$ cat src/rtl/ptw_pkg.sv
`timescale 1ns / 1ps
// shared types, codes and descriptor helpers for the page table walker
// no dependencies

package ptw_pkg;

  // default physical address width
  localparam int PHYS_BITS_DEF = 48;

  // command codes of an input item
  localparam logic [1:0] CMD_TRANSLATE = 2'd0;
  localparam logic [1:0] CMD_RAW       = 2'd1;
  localparam logic [1:0] CMD_SETPROT   = 2'd2;
  localparam logic [1:0] CMD_RDATA     = 2'd3;

  // result kinds
  localparam logic [1:0] KIND_READ  = 2'd0;
  localparam logic [1:0] KIND_WRITE = 2'd1;
  localparam logic [1:0] KIND_DONE  = 2'd2;

  // walk level codes: idle, or waiting for the descriptor of L0..L3
  localparam logic [2:0] WL_IDLE = 3'd0;
  localparam logic [2:0] WL_L0   = 3'd1;
  localparam logic [2:0] WL_L1   = 3'd2;
  localparam logic [2:0] WL_L2   = 3'd3;
  localparam logic [2:0] WL_L3   = 3'd4;

  // descriptor bits
  localparam logic [63:0] D_VALID     = 64'h1;
  localparam logic [63:0] D_TABLE     = 64'h2;
  localparam logic [63:0] D_ATTR_DEV  = 64'h4;
  localparam logic [63:0] D_ATTR_MASK = 64'h1C;
  localparam logic [63:0] D_AP_USER   = 64'h40;
  localparam logic [63:0] D_SH_INNER  = 64'h300;
  localparam logic [63:0] D_AF        = 64'h400;
  localparam logic [63:0] D_XN        = 64'h0040_0000_0000_0000;

  // input item
  typedef struct packed {
    logic [1:0]  cmd;
    logic [47:0] root_addr;
    logic [47:0] virt_addr;
    logic [5:0]  prot_flags;
    logic [63:0] mem_rdata;
  } ptw_item_t;

  // result item
  typedef struct packed {
    logic [1:0]  kind;
    logic [47:0] mem_addr;
    logic [63:0] mem_wdata;
    logic [47:0] phys_addr;
    logic        status;
    logic        last;
  } ptw_result_t;

  // controller states
  typedef enum logic [1:0] {
    ST_IDLE,
    ST_EVAL,
    ST_SECOND
  } ptw_state_t;

  // controller to datapath commands
  typedef struct packed {
    logic capture;
    logic eval;
    logic second;
  } ptw_ctrl_t;

  // datapath to controller status
  typedef struct packed {
    logic pair;
  } ptw_stat_t;

  // leaf attribute bits built from the protection flags
  function automatic logic [63:0] leaf_attrs(logic [5:0] flags);
    logic [63:0] d;
    d = D_VALID | D_TABLE | D_AF | D_SH_INNER;
    if (flags[2]) d = d | D_AP_USER;
    if (flags[3]) d = d | D_XN;
    if (flags[4] || flags[5]) begin
      d = d & ~D_ATTR_MASK;
      d = d | D_ATTR_DEV;
      d = d & ~D_SH_INNER;
    end
    return d;
  endfunction

endpackage

$ cat src/rtl/ptw_ctrl.sv
`timescale 1ns / 1ps
// walker controller: sequences capture, evaluation and the second result
// depends on ptw_pkg

module ptw_ctrl (
  input  logic                clk,
  input  logic                rst,
  input  logic                start,
  input  ptw_pkg::ptw_stat_t  stat,
  output logic                busy,
  output ptw_pkg::ptw_ctrl_t  ctrl
);
  import ptw_pkg::*;

  ptw_state_t state, state_next;

  // state register
  always_ff @(posedge clk) begin
    if (rst) begin
      state <= ST_IDLE;
    end else begin
      state <= state_next;
    end
  end

  // next state
  always_comb begin
    state_next = state;
    case (state)
      ST_IDLE: begin
        if (start) state_next = ST_EVAL;
      end
      ST_EVAL: begin
        state_next = stat.pair ? ST_SECOND : ST_IDLE;
      end
      ST_SECOND: begin
        state_next = ST_IDLE;
      end
      default: begin
        state_next = ST_IDLE;
      end
    endcase
  end

  // outputs
  always_comb begin
    busy         = 1'b1;
    ctrl.capture = 1'b0;
    ctrl.eval    = 1'b0;
    ctrl.second  = 1'b0;
    case (state)
      ST_IDLE: begin
        busy         = 1'b0;
        ctrl.capture = start;
      end
      ST_EVAL: begin
        ctrl.eval = 1'b1;
      end
      ST_SECOND: begin
        ctrl.second = 1'b1;
      end
      default: begin
        busy = 1'b1;
      end
    endcase
  end

endmodule

$ cat src/rtl/ptw_datapath.sv
`timescale 1ns / 1ps
// walker datapath: item capture, walk state, descriptor decode, result register
// depends on ptw_pkg

module ptw_datapath #(
  parameter int PHYS_BITS = ptw_pkg::PHYS_BITS_DEF
) (
  input  logic                 clk,
  input  logic                 rst,
  input  ptw_pkg::ptw_ctrl_t   ctrl,
  input  ptw_pkg::ptw_item_t   item,
  output ptw_pkg::ptw_stat_t   stat,
  output ptw_pkg::ptw_result_t result,
  output logic                 result_valid
);
  import ptw_pkg::*;

  localparam logic [63:0] PhysMask = (64'd1 << PHYS_BITS) - 64'd1;
  localparam logic [63:0] AddrMask = PhysMask & ~64'h0000_0000_0000_0FFF;
  localparam logic [63:0] GbMask   = PhysMask & ~64'h0000_0000_3FFF_FFFF;
  localparam logic [63:0] MbMask   = PhysMask & ~64'h0000_0000_001F_FFFF;

  // successful done that closes a leaf rewrite
  localparam ptw_result_t DoneOk = '{
    kind:      KIND_DONE,
    mem_addr:  48'd0,
    mem_wdata: 64'd0,
    phys_addr: 48'd0,
    status:    1'b0,
    last:      1'b1
  };

  // captured item
  ptw_item_t item_q;

  // walk state
  logic [2:0]  walk_level, walk_level_next;
  logic [1:0]  walk_op, walk_op_next;
  logic [47:0] saved_virt, saved_virt_next;
  logic [5:0]  saved_flags, saved_flags_next;
  logic [47:0] pending_addr, pending_addr_next;

  // evaluation results
  ptw_result_t res;
  logic        has_res;
  logic        pair;
  logic        idle;
  logic [63:0] e;
  logic [63:0] wide;
  logic [63:0] nd;
  logic [47:0] entry;

  // descriptor entry address for table level lvl
  function automatic logic [47:0] entry_addr(logic [63:0] base, logic [1:0] lvl,
                                             logic [47:0] va);
    logic [63:0] b;
    logic [8:0]  idx;
    b = base & AddrMask;
    case (lvl)
      2'd0:    idx = va[47:39];
      2'd1:    idx = va[38:30];
      2'd2:    idx = va[29:21];
      default: idx = va[20:12];
    endcase
    return {b[47:12], idx, 3'b000};
  endfunction

  // item capture
  always_ff @(posedge clk) begin
    if (ctrl.capture) item_q <= item;
  end

  // descriptor decode and walk step
  always_comb begin
    res               = '0;
    has_res           = 1'b0;
    pair              = 1'b0;
    walk_level_next   = walk_level;
    walk_op_next      = walk_op;
    saved_virt_next   = saved_virt;
    saved_flags_next  = saved_flags;
    pending_addr_next = pending_addr;
    e                 = item_q.mem_rdata;
    idle              = !(walk_level inside {[WL_L0:WL_L3]});
    wide              = '0;
    nd                = '0;
    entry             = '0;

    if (item_q.cmd != CMD_RDATA) begin
      // new request, taken only while no walk is in flight
      if (idle) begin
        walk_op_next      = item_q.cmd;
        saved_virt_next   = item_q.virt_addr;
        saved_flags_next  = item_q.prot_flags;
        entry             = entry_addr({16'd0, item_q.root_addr}, 2'd0, item_q.virt_addr);
        pending_addr_next = entry;
        walk_level_next   = WL_L0;
        has_res           = 1'b1;
        res.kind          = KIND_READ;
        res.mem_addr      = entry;
        res.last          = 1'b1;
      end
    end else if (!idle) begin
      has_res  = 1'b1;
      res.last = 1'b1;
      if (walk_level != WL_L3) begin
        // table levels L0..L2
        if (!e[0]) begin
          res.kind        = KIND_DONE;
          res.status      = 1'b1;
          walk_level_next = WL_IDLE;
        end else if (walk_level != WL_L0 && !e[1]) begin
          res.kind        = KIND_DONE;
          walk_level_next = WL_IDLE;
          if (walk_op == CMD_SETPROT) begin
            res.status = 1'b1;
          end else begin
            if (walk_level == WL_L1) begin
              wide = (e & GbMask) | {34'd0, saved_virt[29:0]};
            end else begin
              wide = (e & MbMask) | {43'd0, saved_virt[20:0]};
            end
            res.phys_addr = wide[47:0];
          end
        end else begin
          entry             = entry_addr(e, walk_level[1:0], saved_virt);
          pending_addr_next = entry;
          walk_level_next   = walk_level + 3'd1;
          res.kind          = KIND_READ;
          res.mem_addr      = entry;
        end
      end else begin
        // leaf level
        res.kind        = KIND_DONE;
        walk_level_next = WL_IDLE;
        wide            = (e & AddrMask) | {52'd0, saved_virt[11:0]};
        case (walk_op)
          CMD_TRANSLATE: begin
            if (!e[0]) res.status = 1'b1;
            else       res.phys_addr = wide[47:0];
          end
          CMD_RAW: begin
            if (e == 64'd0) res.status = 1'b1;
            else            res.phys_addr = wide[47:0];
          end
          default: begin
            if (e == 64'd0) begin
              res.status = (saved_flags != 6'd0);
            end else begin
              nd = e & AddrMask;
              if (saved_flags != 6'd0) nd = nd | leaf_attrs(saved_flags | 6'd1);
              res.kind      = KIND_WRITE;
              res.mem_addr  = pending_addr;
              res.mem_wdata = nd;
              res.last      = 1'b0;
              pair          = 1'b1;
            end
          end
        endcase
      end
    end
  end

  assign stat.pair = pair;

  // walk state registers
  always_ff @(posedge clk) begin
    if (rst) begin
      walk_level   <= WL_IDLE;
      walk_op      <= CMD_TRANSLATE;
      saved_virt   <= '0;
      saved_flags  <= '0;
      pending_addr <= '0;
    end else if (ctrl.eval) begin
      walk_level   <= walk_level_next;
      walk_op      <= walk_op_next;
      saved_virt   <= saved_virt_next;
      saved_flags  <= saved_flags_next;
      pending_addr <= pending_addr_next;
    end
  end

  // result register
  always_ff @(posedge clk) begin
    if (rst) begin
      result_valid <= 1'b0;
    end else begin
      result_valid <= (ctrl.eval && has_res) || ctrl.second;
    end
  end

  always_ff @(posedge clk) begin
    if (ctrl.eval) begin
      result <= res;
    end else if (ctrl.second) begin
      result <= DoneOk;
    end
  end

endmodule

$ cat src/rtl/four_level_page_table_walker_unit.sv
`timescale 1ns / 1ps
// flow: an accepted item is captured, then evaluated, and any result it yields is registered
// in the result register; a leaf rewrite adds a second, done result after its write result;
// busy holds off new items until the controller has returned to idle
// reset: synchronous rst returns the controller to idle and clears the walk state
// results are single-cycle strobes; the receiver cannot stall

module four_level_page_table_walker_unit #(
  parameter int PHYS_BITS = ptw_pkg::PHYS_BITS_DEF
) (
  input  logic                 clk,
  input  logic                 rst,
  input  logic                 start,
  input  ptw_pkg::ptw_item_t   item,
  output logic                 busy,
  output ptw_pkg::ptw_result_t result,
  output logic                 result_valid
);
  import ptw_pkg::*;

  ptw_ctrl_t ctrl;
  ptw_stat_t stat;

  // controller
  ptw_ctrl u_ctrl (
    .clk   (clk),
    .rst   (rst),
    .start (start),
    .stat  (stat),
    .busy  (busy),
    .ctrl  (ctrl)
  );

  // datapath
  ptw_datapath #(
    .PHYS_BITS (PHYS_BITS)
  ) u_datapath (
    .clk          (clk),
    .rst          (rst),
    .ctrl         (ctrl),
    .item         (item),
    .stat         (stat),
    .result       (result),
    .result_valid (result_valid)
  );

endmodule

$ cat config.mk
export PLATFORM = sky130hd
export DESIGN_NAME = four_level_page_table_walker_unit
export DESIGN_NICKNAME = d
export VERILOG_FILES = /design/src/rtl/ptw_pkg.sv /design/src/rtl/ptw_ctrl.sv /design/src/rtl/ptw_datapath.sv /design/src/rtl/four_level_page_table_walker_unit.sv
export SDC_FILE = /design/constraint.sdc
export NUM_CORES = 1
export LEC_CHECK = 0
export BUFFER_PORTS_ARGS = -buffer_cell sky130_fd_sc_hd__buf_2
export CAP_MARGIN = 20
export CELL_PAD_IN_SITES_DETAIL_PLACEMENT = 0
export CELL_PAD_IN_SITES_GLOBAL_PLACEMENT = 1
export CORE_UTILIZATION = 43
export CTS_BUF_LIST = sky130_fd_sc_hd__clkbuf_16
export DETAILED_ROUTE_END_ITERATION = 16
export PLACE_DENSITY_LB_ADDON = 0.08
export SKIP_CTS_REPAIR_TIMING = 1
export SYNTH_ARGS = -nofsm -noshare
export SYNTH_HDL_FRONTEND = slang
export SYNTH_SLANG_ARGS = --single-unit
$ cat constraint.sdc
create_clock -name clk -period 6.6 [get_ports clk]
set_input_delay 0.66 -clock clk [delete_from_list [all_inputs] [get_ports clk]]
set_output_delay 0.66 -clock clk [all_outputs]
set_load 0.02 [all_outputs]
==> results of run 1 <==
## metrics by stage
step	instances	hold slack, ns
after global routing	2034	0.243
after detailed placement	1955	0.443
after CTS	2033	0.237
after global placement	1954	0.438
after floorplan	1287	0.432
final	2036	0.267
## power by group
part / switching (W) / internal [W]
combinational: 0.000358 / 0.000171
clock: 0.000964 / 0.00138
sequential: 0.0000883 / 0.00288
total: 0.00141 / 0.00443
## how the worst max path moves through the flow
stage	cells after the start	slack [ns]	endpoint	from
floorplan	1	1.87	u_datapath.e[0]	start
global placement	9	2.30	u_ctrl.state[1]	u_datapath.item_q[166]
detailed placement	9	2.33	u_datapath.result[121]	u_datapath.item_q[167]
CTS	9	2.31	u_datapath.result[121]	u_datapath.item_q[167]
global route	9	2.03	u_ctrl.state[1]	u_datapath.item_q[167]
finish	9	2.44	u_datapath.result[121]	u_datapath.item_q[167]
## cell usage after synthesis (2+ instances only)
| cell | n | area share [%] |
|---|---|---|
| nor2_1 | 118 | 2.8 |
| o211ai_1 | 10 | 0.48 |
| nor4_1 | 19 | 0.76 |
| buf_6 | 2 | 0.14 |
| nand3_1 | 5 | 0.16 |
| and2_1 | 70 | 2.8 |
| a221oi_1 | 37 | 2.1 |
| nor3_1 | 6 | 0.19 |
| a222oi_1 | 9 | 0.58 |
| nand2_1 | 215 | 5.2 |
| o21ai_0 | 51 | 1.6 |
| clkbuf_1 | 66 | 1.6 |
| dfxtp_1 | 107 | 14 |
| a211oi_1 | 9 | 0.43 |
| ha_1 | 8 | 0.64 |
| a311oi_1 | 36 | 2.0 |
| buf_4 | 26 | 1.3 |
| buf_1 | 5 | 0.12 |
| nor2b_1 | 2 | 0.080 |
| nand4_1 | 4 | 0.16 |
| edfxtp_1 | 294 | 57 |
| nand2b_1 | 4 | 0.16 |
| a21oi_1 | 71 | 2.3 |
| buf_2 | 9 | 0.29 |
| o211a_1 | 2 | 0.13 |
| or3_1 | 2 | 0.080 |
| a22oi_1 | 18 | 0.87 |
| inv_1 | 8 | 0.19 |
| and3_1 | 37 | 1.5 |
## cell type report
cell class              count  area (sq um)
clock inverters            33           238
inverters                  10          37.5
repair buffers            316          1650
diodes                      2          5.00
well taps                 461           577
flip-flops and latches    401         11000
multi-input cells         768          4170
clock buffers              45          1130
fillers                  3149         16800
## sequential cells by signal, indices dropped and copies added (netlist names), 3 cells and up
signal and flops:
u_datapath.result 138, u_datapath.item_q 92, u_datapath.e 64, u_datapath.saved_virt 48
u_datapath.pending_addr 45, u_datapath.saved_flags 6, u_datapath.walk_level 3
## routing by layer
metal / global-route usage [%] / routed length (um)
met1: 31.2 / 18400
met2: 35.0 / 19100
met3: 5.79 / 3270
met4: 7.24 / 996
met5: 0 / 25
## logic make-up after synthesis
kind of cell	count (synthesis)	share of synthesized area (%)
AO/OA/AOI/OAI	250	10.9
adder cells (fa/ha/maj)	8	0.644
buffers and inverters	118	3.64
flip-flops	401	70.6
other	1	0.0241
AND/OR/NAND/NOR	487	14.3
==> results.toml, run 1 <==
[outcome]
status = "finished clean"

[sta]
worstMarginPinSlew_ns = 1.03
hold_viol = 0
layout_min_cycle_time_ns = 4.16
finalSetupViolCount = 0
timing.final.ws_setup_ns = 2.44
finalCritPeriodShare_pct = 63.0
drv_slew = 0
fmaxAchievable_mhz = 241
setup-tns-final_ns = 0
rsz0062_at_grt = "false"
finClkSkew_ns = 0.0123
relSlewSlack_pct = 31.4

[synthesis]
ys_types = 44
async_reset_ff_share_pct = 0
syn_area_per_cell_sq_um = 12.3
synth_seq_area_share_pct = 70.6
syn_area_sq_um = 15500
ys_warn_count = 0
ys_seq_elements = 401
netlist_instances = 1265
synth_edf_count = 294
synth-main-ff-cell = "edfxtp_1"

[critical_path]
rrSetupSlack_ns = 2.44
crit_family = "buffers and inverters"
cp_num_buf_inv = 3
r2r_start = "u_datapath.item_q[167]"
worstPathMaxFanout = 95
cp-end-kind = "register"
critPathKind = "reg2reg"
crit_path_max_incr_delay_ns = 0.89
start_kind = "register"
worst_path_max_delay_cell = "inv_2"
cp_cell_sequence = "nand2_4, inv_2, o211a_1, buf_4, and2_1, nand2_2, inv_2, nand2_1, o211ai_1"
ff2ff_path_depth = 9
critPathRequiredTime_ns = 6.98
arrival_ns = 4.53
reg2reg_to = "u_datapath.result[121]"
cpMostUsedCell = "inv_2"

[routing]
wl_per_cell_um = 20.5
vias = 10831
postRouteAntennaNets = 0
drc = 0
drt-total-wl_mm = 41.8
vias_per_cell = 5.32
dr.pass1.iters = 6
drt_iter0_markers = 781

[clock_tree]
clk_pin_slew_ns = 0.06
clock_sinks = 401
cts_buffers = 43
cts_root_buffer = "clkbuf_16"
cts_tree = "built"
worstSkewPairLatency_ns = 0.56
clock_path_buffers = 3
htree_levels = 2

[place]
dpl.hpwl_mm = 26.0
port_buffers = 301
dp_worst_setup_slack_ns = 2.33
placed_area_sq_um = 17400
gp_congestion = 0.816

[die]
fp-row-count = 69
core_sq_um = 35600
dieArea_sq_um = 36900
die_w_um = 192
initial_core_util_pct = 43.7
die_height_um = 192
io_pins = 337

[finish]
syn_to_final_growth_pct = 20.7
fin_util_pct = 52.8
stdcell_area_sq_um = 18800
layout.cells.most_common_list = "300 x buf_2, 294 x edfxtp_1, 214 x nand2_1"
drive_above_1_share_pct = 24.6
mostFrequentLayoutCell = "buf_2"
nets = 1719

[hold_path]
hp-class = "in2reg"
min_path_cells = 1
min_to = "u_datapath.item_q[154]"
hp-start = "item[154]"

[global_route]
grt_pass1_vias = 10161
antenna_found_initial = 4
grt_overflow = 0
track_usage_pct = 22.7
grt_max_degree = 96
grt_pass1_wl_mm = 61.9

[power_and_ir_drop]
ir_drop_mv = 0.219
power_density_nw_per_um2 = 311
power_leakage_nw = 7.14
total_power_w = 0.00584

[job]
drv_cap = 0
No activity file was read; power rests on OpenSTA's default activity.
==> run 2: changes to the inputs <==
--- a/config.mk
+++ b/config.mk
@@ -5,11 +5,12 @@
 export SDC_FILE = /design/constraint.sdc
 export NUM_CORES = 1
 export LEC_CHECK = 0
+export ABC_AREA = 1
 export BUFFER_PORTS_ARGS = -buffer_cell sky130_fd_sc_hd__buf_2
 export CAP_MARGIN = 20
 export CELL_PAD_IN_SITES_DETAIL_PLACEMENT = 0
 export CELL_PAD_IN_SITES_GLOBAL_PLACEMENT = 1
-export CORE_UTILIZATION = 43
+export CORE_UTILIZATION = 38
 export CTS_BUF_LIST = sky130_fd_sc_hd__clkbuf_16
 export DETAILED_ROUTE_END_ITERATION = 16
 export PLACE_DENSITY_LB_ADDON = 0.08
==> constraint.sdc (replaced) <==
create_clock -name clk -period 3.4 [get_ports clk]
set_input_delay 0.34 -clock clk [delete_from_list [all_inputs] [get_ports clk]]
set_output_delay 0.34 -clock clk [all_outputs]
set_load 0.02 [all_outputs]
==> run 2 against run 1 <==
- non-clock buffer count grew 166
- total power rose by 110%
- design area is 14% higher
- worst hold slack worse by 0.21 ns
- register-to-register slack got worse by 2.0 ns
- area after synthesis is 5.4% higher
==> results.toml, run 2 <==
[outcome]
status = "finished clean"

[sta]
timing.final.ws_setup_ns = 0.432
fmaxAchievable_mhz = 337
finalSetupViolCount = 0
finalCritPeriodShare_pct = 87.3
relSlewSlack_pct = 29.3
setup-tns-final_ns = 0
rsz0062_at_grt = "false"
finClkSkew_ns = 0.0175
hold_viol = 0
worstMarginPinSlew_ns = 1.06
drv_slew = 0
layout_min_cycle_time_ns = 2.97

[die]
fp-row-count = 75
core_sq_um = 42200
die_height_um = 210
io_pins = 337
initial_core_util_pct = 38.8
dieArea_sq_um = 44000
die_w_um = 210

[job]
drv_cap = 0

[global_route]
grt_overflow = 0
grt_max_degree = 109
antenna_found_initial = 1
track_usage_pct = 20.6
grt_pass1_wl_mm = 68.4
grt_pass1_vias = 11327

[power_and_ir_drop]
power_density_nw_per_um2 = 575
p_comb_share_pct = 13.2
ir_drop_mv = 0.341
seqPwrFrac_pct = 48.4
power_report.internal_total_w = 0.00902
power_leakage_nw = 8.61
p_sw_w = 0.00325
power_frac_clock_pct = 38.4
swShare_pct = 26.5

[critical_path]
rrSetupSlack_ns = 0.43
critPathKind = "reg2reg"
arrival_ns = 3.42
reg2reg_to = "u_datapath.saved_virt[13]"
r2r_start = "u_datapath.walk_level[0]"
start_kind = "register"
cp-end-kind = "register"
ff2ff_path_depth = 8
critPathRequiredTime_ns = 3.85
worstPathMaxFanout = 44

[finish]
n_fill_cell = 3906
mostFrequentLayoutCell = "buf_2"
drive_above_1_share_pct = 20.6
largest_register_ffs = 138
layout.cells.most_common_list = "301 x buf_2, 294 x edfxtp_1, 270 x nand2_1"
syn_to_final_growth_pct = 30.1
nets = 2180
largest-register = "u_datapath.result"

[routing]
vias = 12463
vias_per_cell = 4.83
drt_iter0_markers = 897
drt-total-wl_mm = 47.4
postRouteAntennaNets = 0
drc = 0
dr.pass1.iters = 7
wl_per_cell_um = 18.4

[place]
dpl.hpwl_mm = 30.5
port_buffers = 301
dp_worst_setup_slack_ns = 0.147
gp_congestion = 0.832

[synthesis]
ys_top_cells_by_area = "edfxtp_1 54%, dfxtp_1 13%, nand2_1 6.2%"
synth_top_area_share_pct = 53.9
synth_compound_area_share_pct = 11.0
syn_area_per_cell_sq_um = 10.5
synth_edf_count = 294
async_reset_ff_share_pct = 0
netlist_instances = 1568
synth_xor_area_share_pct = 0
yosysTopAreaCell = "edfxtp_1"
yosys.area_share.simple_pct = 14.5
synth_mux_area_share_pct = 0
synthAdderAreaFrac_pct = 0.611
ys_warn_count = 0
synth_seq_area_share_pct = 66.9
synth-main-ff-cell = "edfxtp_1"
synth.most_common_cell = "edfxtp_1"
ys_seq_elements = 401
ys_types = 40
synthTopCellsByCount = "294 x edfxtp_1, 272 x nand2_1, 202 x nor2_1, 132 x o21ai_0, 129 x inv_1"
syn_area_sq_um = 16400
synth_top_family_by_area = "simple AND/OR/NAND/NOR gates"

[clock_tree]
worstSkewPairLatency_ns = 0.57
cts_buffers = 45
cts_root_buffer = "clkbuf_16"
cts_tree = "built"
htree_levels = 2
clock_path_buffers = 3
clk_pin_slew_ns = 0.06
clock_sinks = 401

[hold_path]
hp-class = "in2reg"
min_to = "u_ctrl.state[0]"
hp-start = "start"
min_path_cells = 3
[run 2: layer usage]
layer,track usage [%],part of all wire [%]
met5,0,0.027
met4,6.80,2.4
met3,4.14,5.0
met2,33.5,48
met1,27.6,45
[run 2: logic make-up (layout without fill, tap and decap cells)]
kind of cell / count (synthesis) / count (layout)
and+or+nand+nor: 582 / 582
buffers and inverters: 255 / 703
adders and majority gates: 8 / 8
AOI/OAI and AO/OA: 321 / 321
DFF: 401 / 401
other: 1 / 24
[run 2: through the flow]
step | total power (W) | util (%) | hold WS (ns) | instance area, sq um | std cells
finish | 0.0123 | 50.5 | 0.0586 | 21300 | 2578
global route | 0.0127 | 50.5 | 0.0497 | 21300 | 2577
CTS | 0.0123 | 46.8 | -0.0928 | 19800 | 2421
detailed placement | 0.00753 | 43.4 | 0.444 | 18300 | 2337
global placement | 0.00751 | 43.4 | 0.438 | 18300 | 2337
floorplan | 0.00695 | - | 0.409 | 16500 | 1590
[run 2: layout make-up]
cell class              instances  area, sq um  share of cell area [%]
inverters                     137          520                    2.44
repair buffers                482         3320                    15.6
well taps                     539          674                    3.16
multi-input cells             934         4410                    20.7
clock inverters                35          206                   0.968
clock buffers                  49         1230                    5.75
flip-flops and latches        401        11000                    51.4
diodes                          1         2.50                  0.0117
[run 2: power groups by stage]
stage                     Sequential [W]  Clock, W  Combinational (W)
after floorplan                  0.00623         0           0.000715
after global placement           0.00603         0            0.00148
after detailed placement         0.00604         0            0.00149
after CTS                        0.00594   0.00483            0.00149
after global routing             0.00598   0.00500            0.00176
final                            0.00594   0.00471            0.00162
[run 2: how the worst max path moves through the flow]
stage	start	to	cells after the start
floorplan	u_ctrl.state[0]	u_datapath.e[0]	4
global placement	u_datapath.walk_level[0]	u_datapath.result[93]	9
detailed placement	u_datapath.walk_level[0]	u_datapath.result[93]	9
CTS	u_datapath.walk_level[0]	u_datapath.result[95]	9
global route	u_datapath.walk_level[1]	u_datapath.saved_virt[12]	8
finish	u_datapath.walk_level[0]	u_datapath.saved_virt[13]	8
[run 2: critical path, stage by stage, from the launching register on]
cell	delay [ns]
dfxtp_1	0.36
inv_1	0.13
ha_1	0.39
o21ai_4	0.22
buf_4	0.49
nand3_4	0.56
buf_4	0.41
o21ai_0	0.21
a21oi_1	0.06
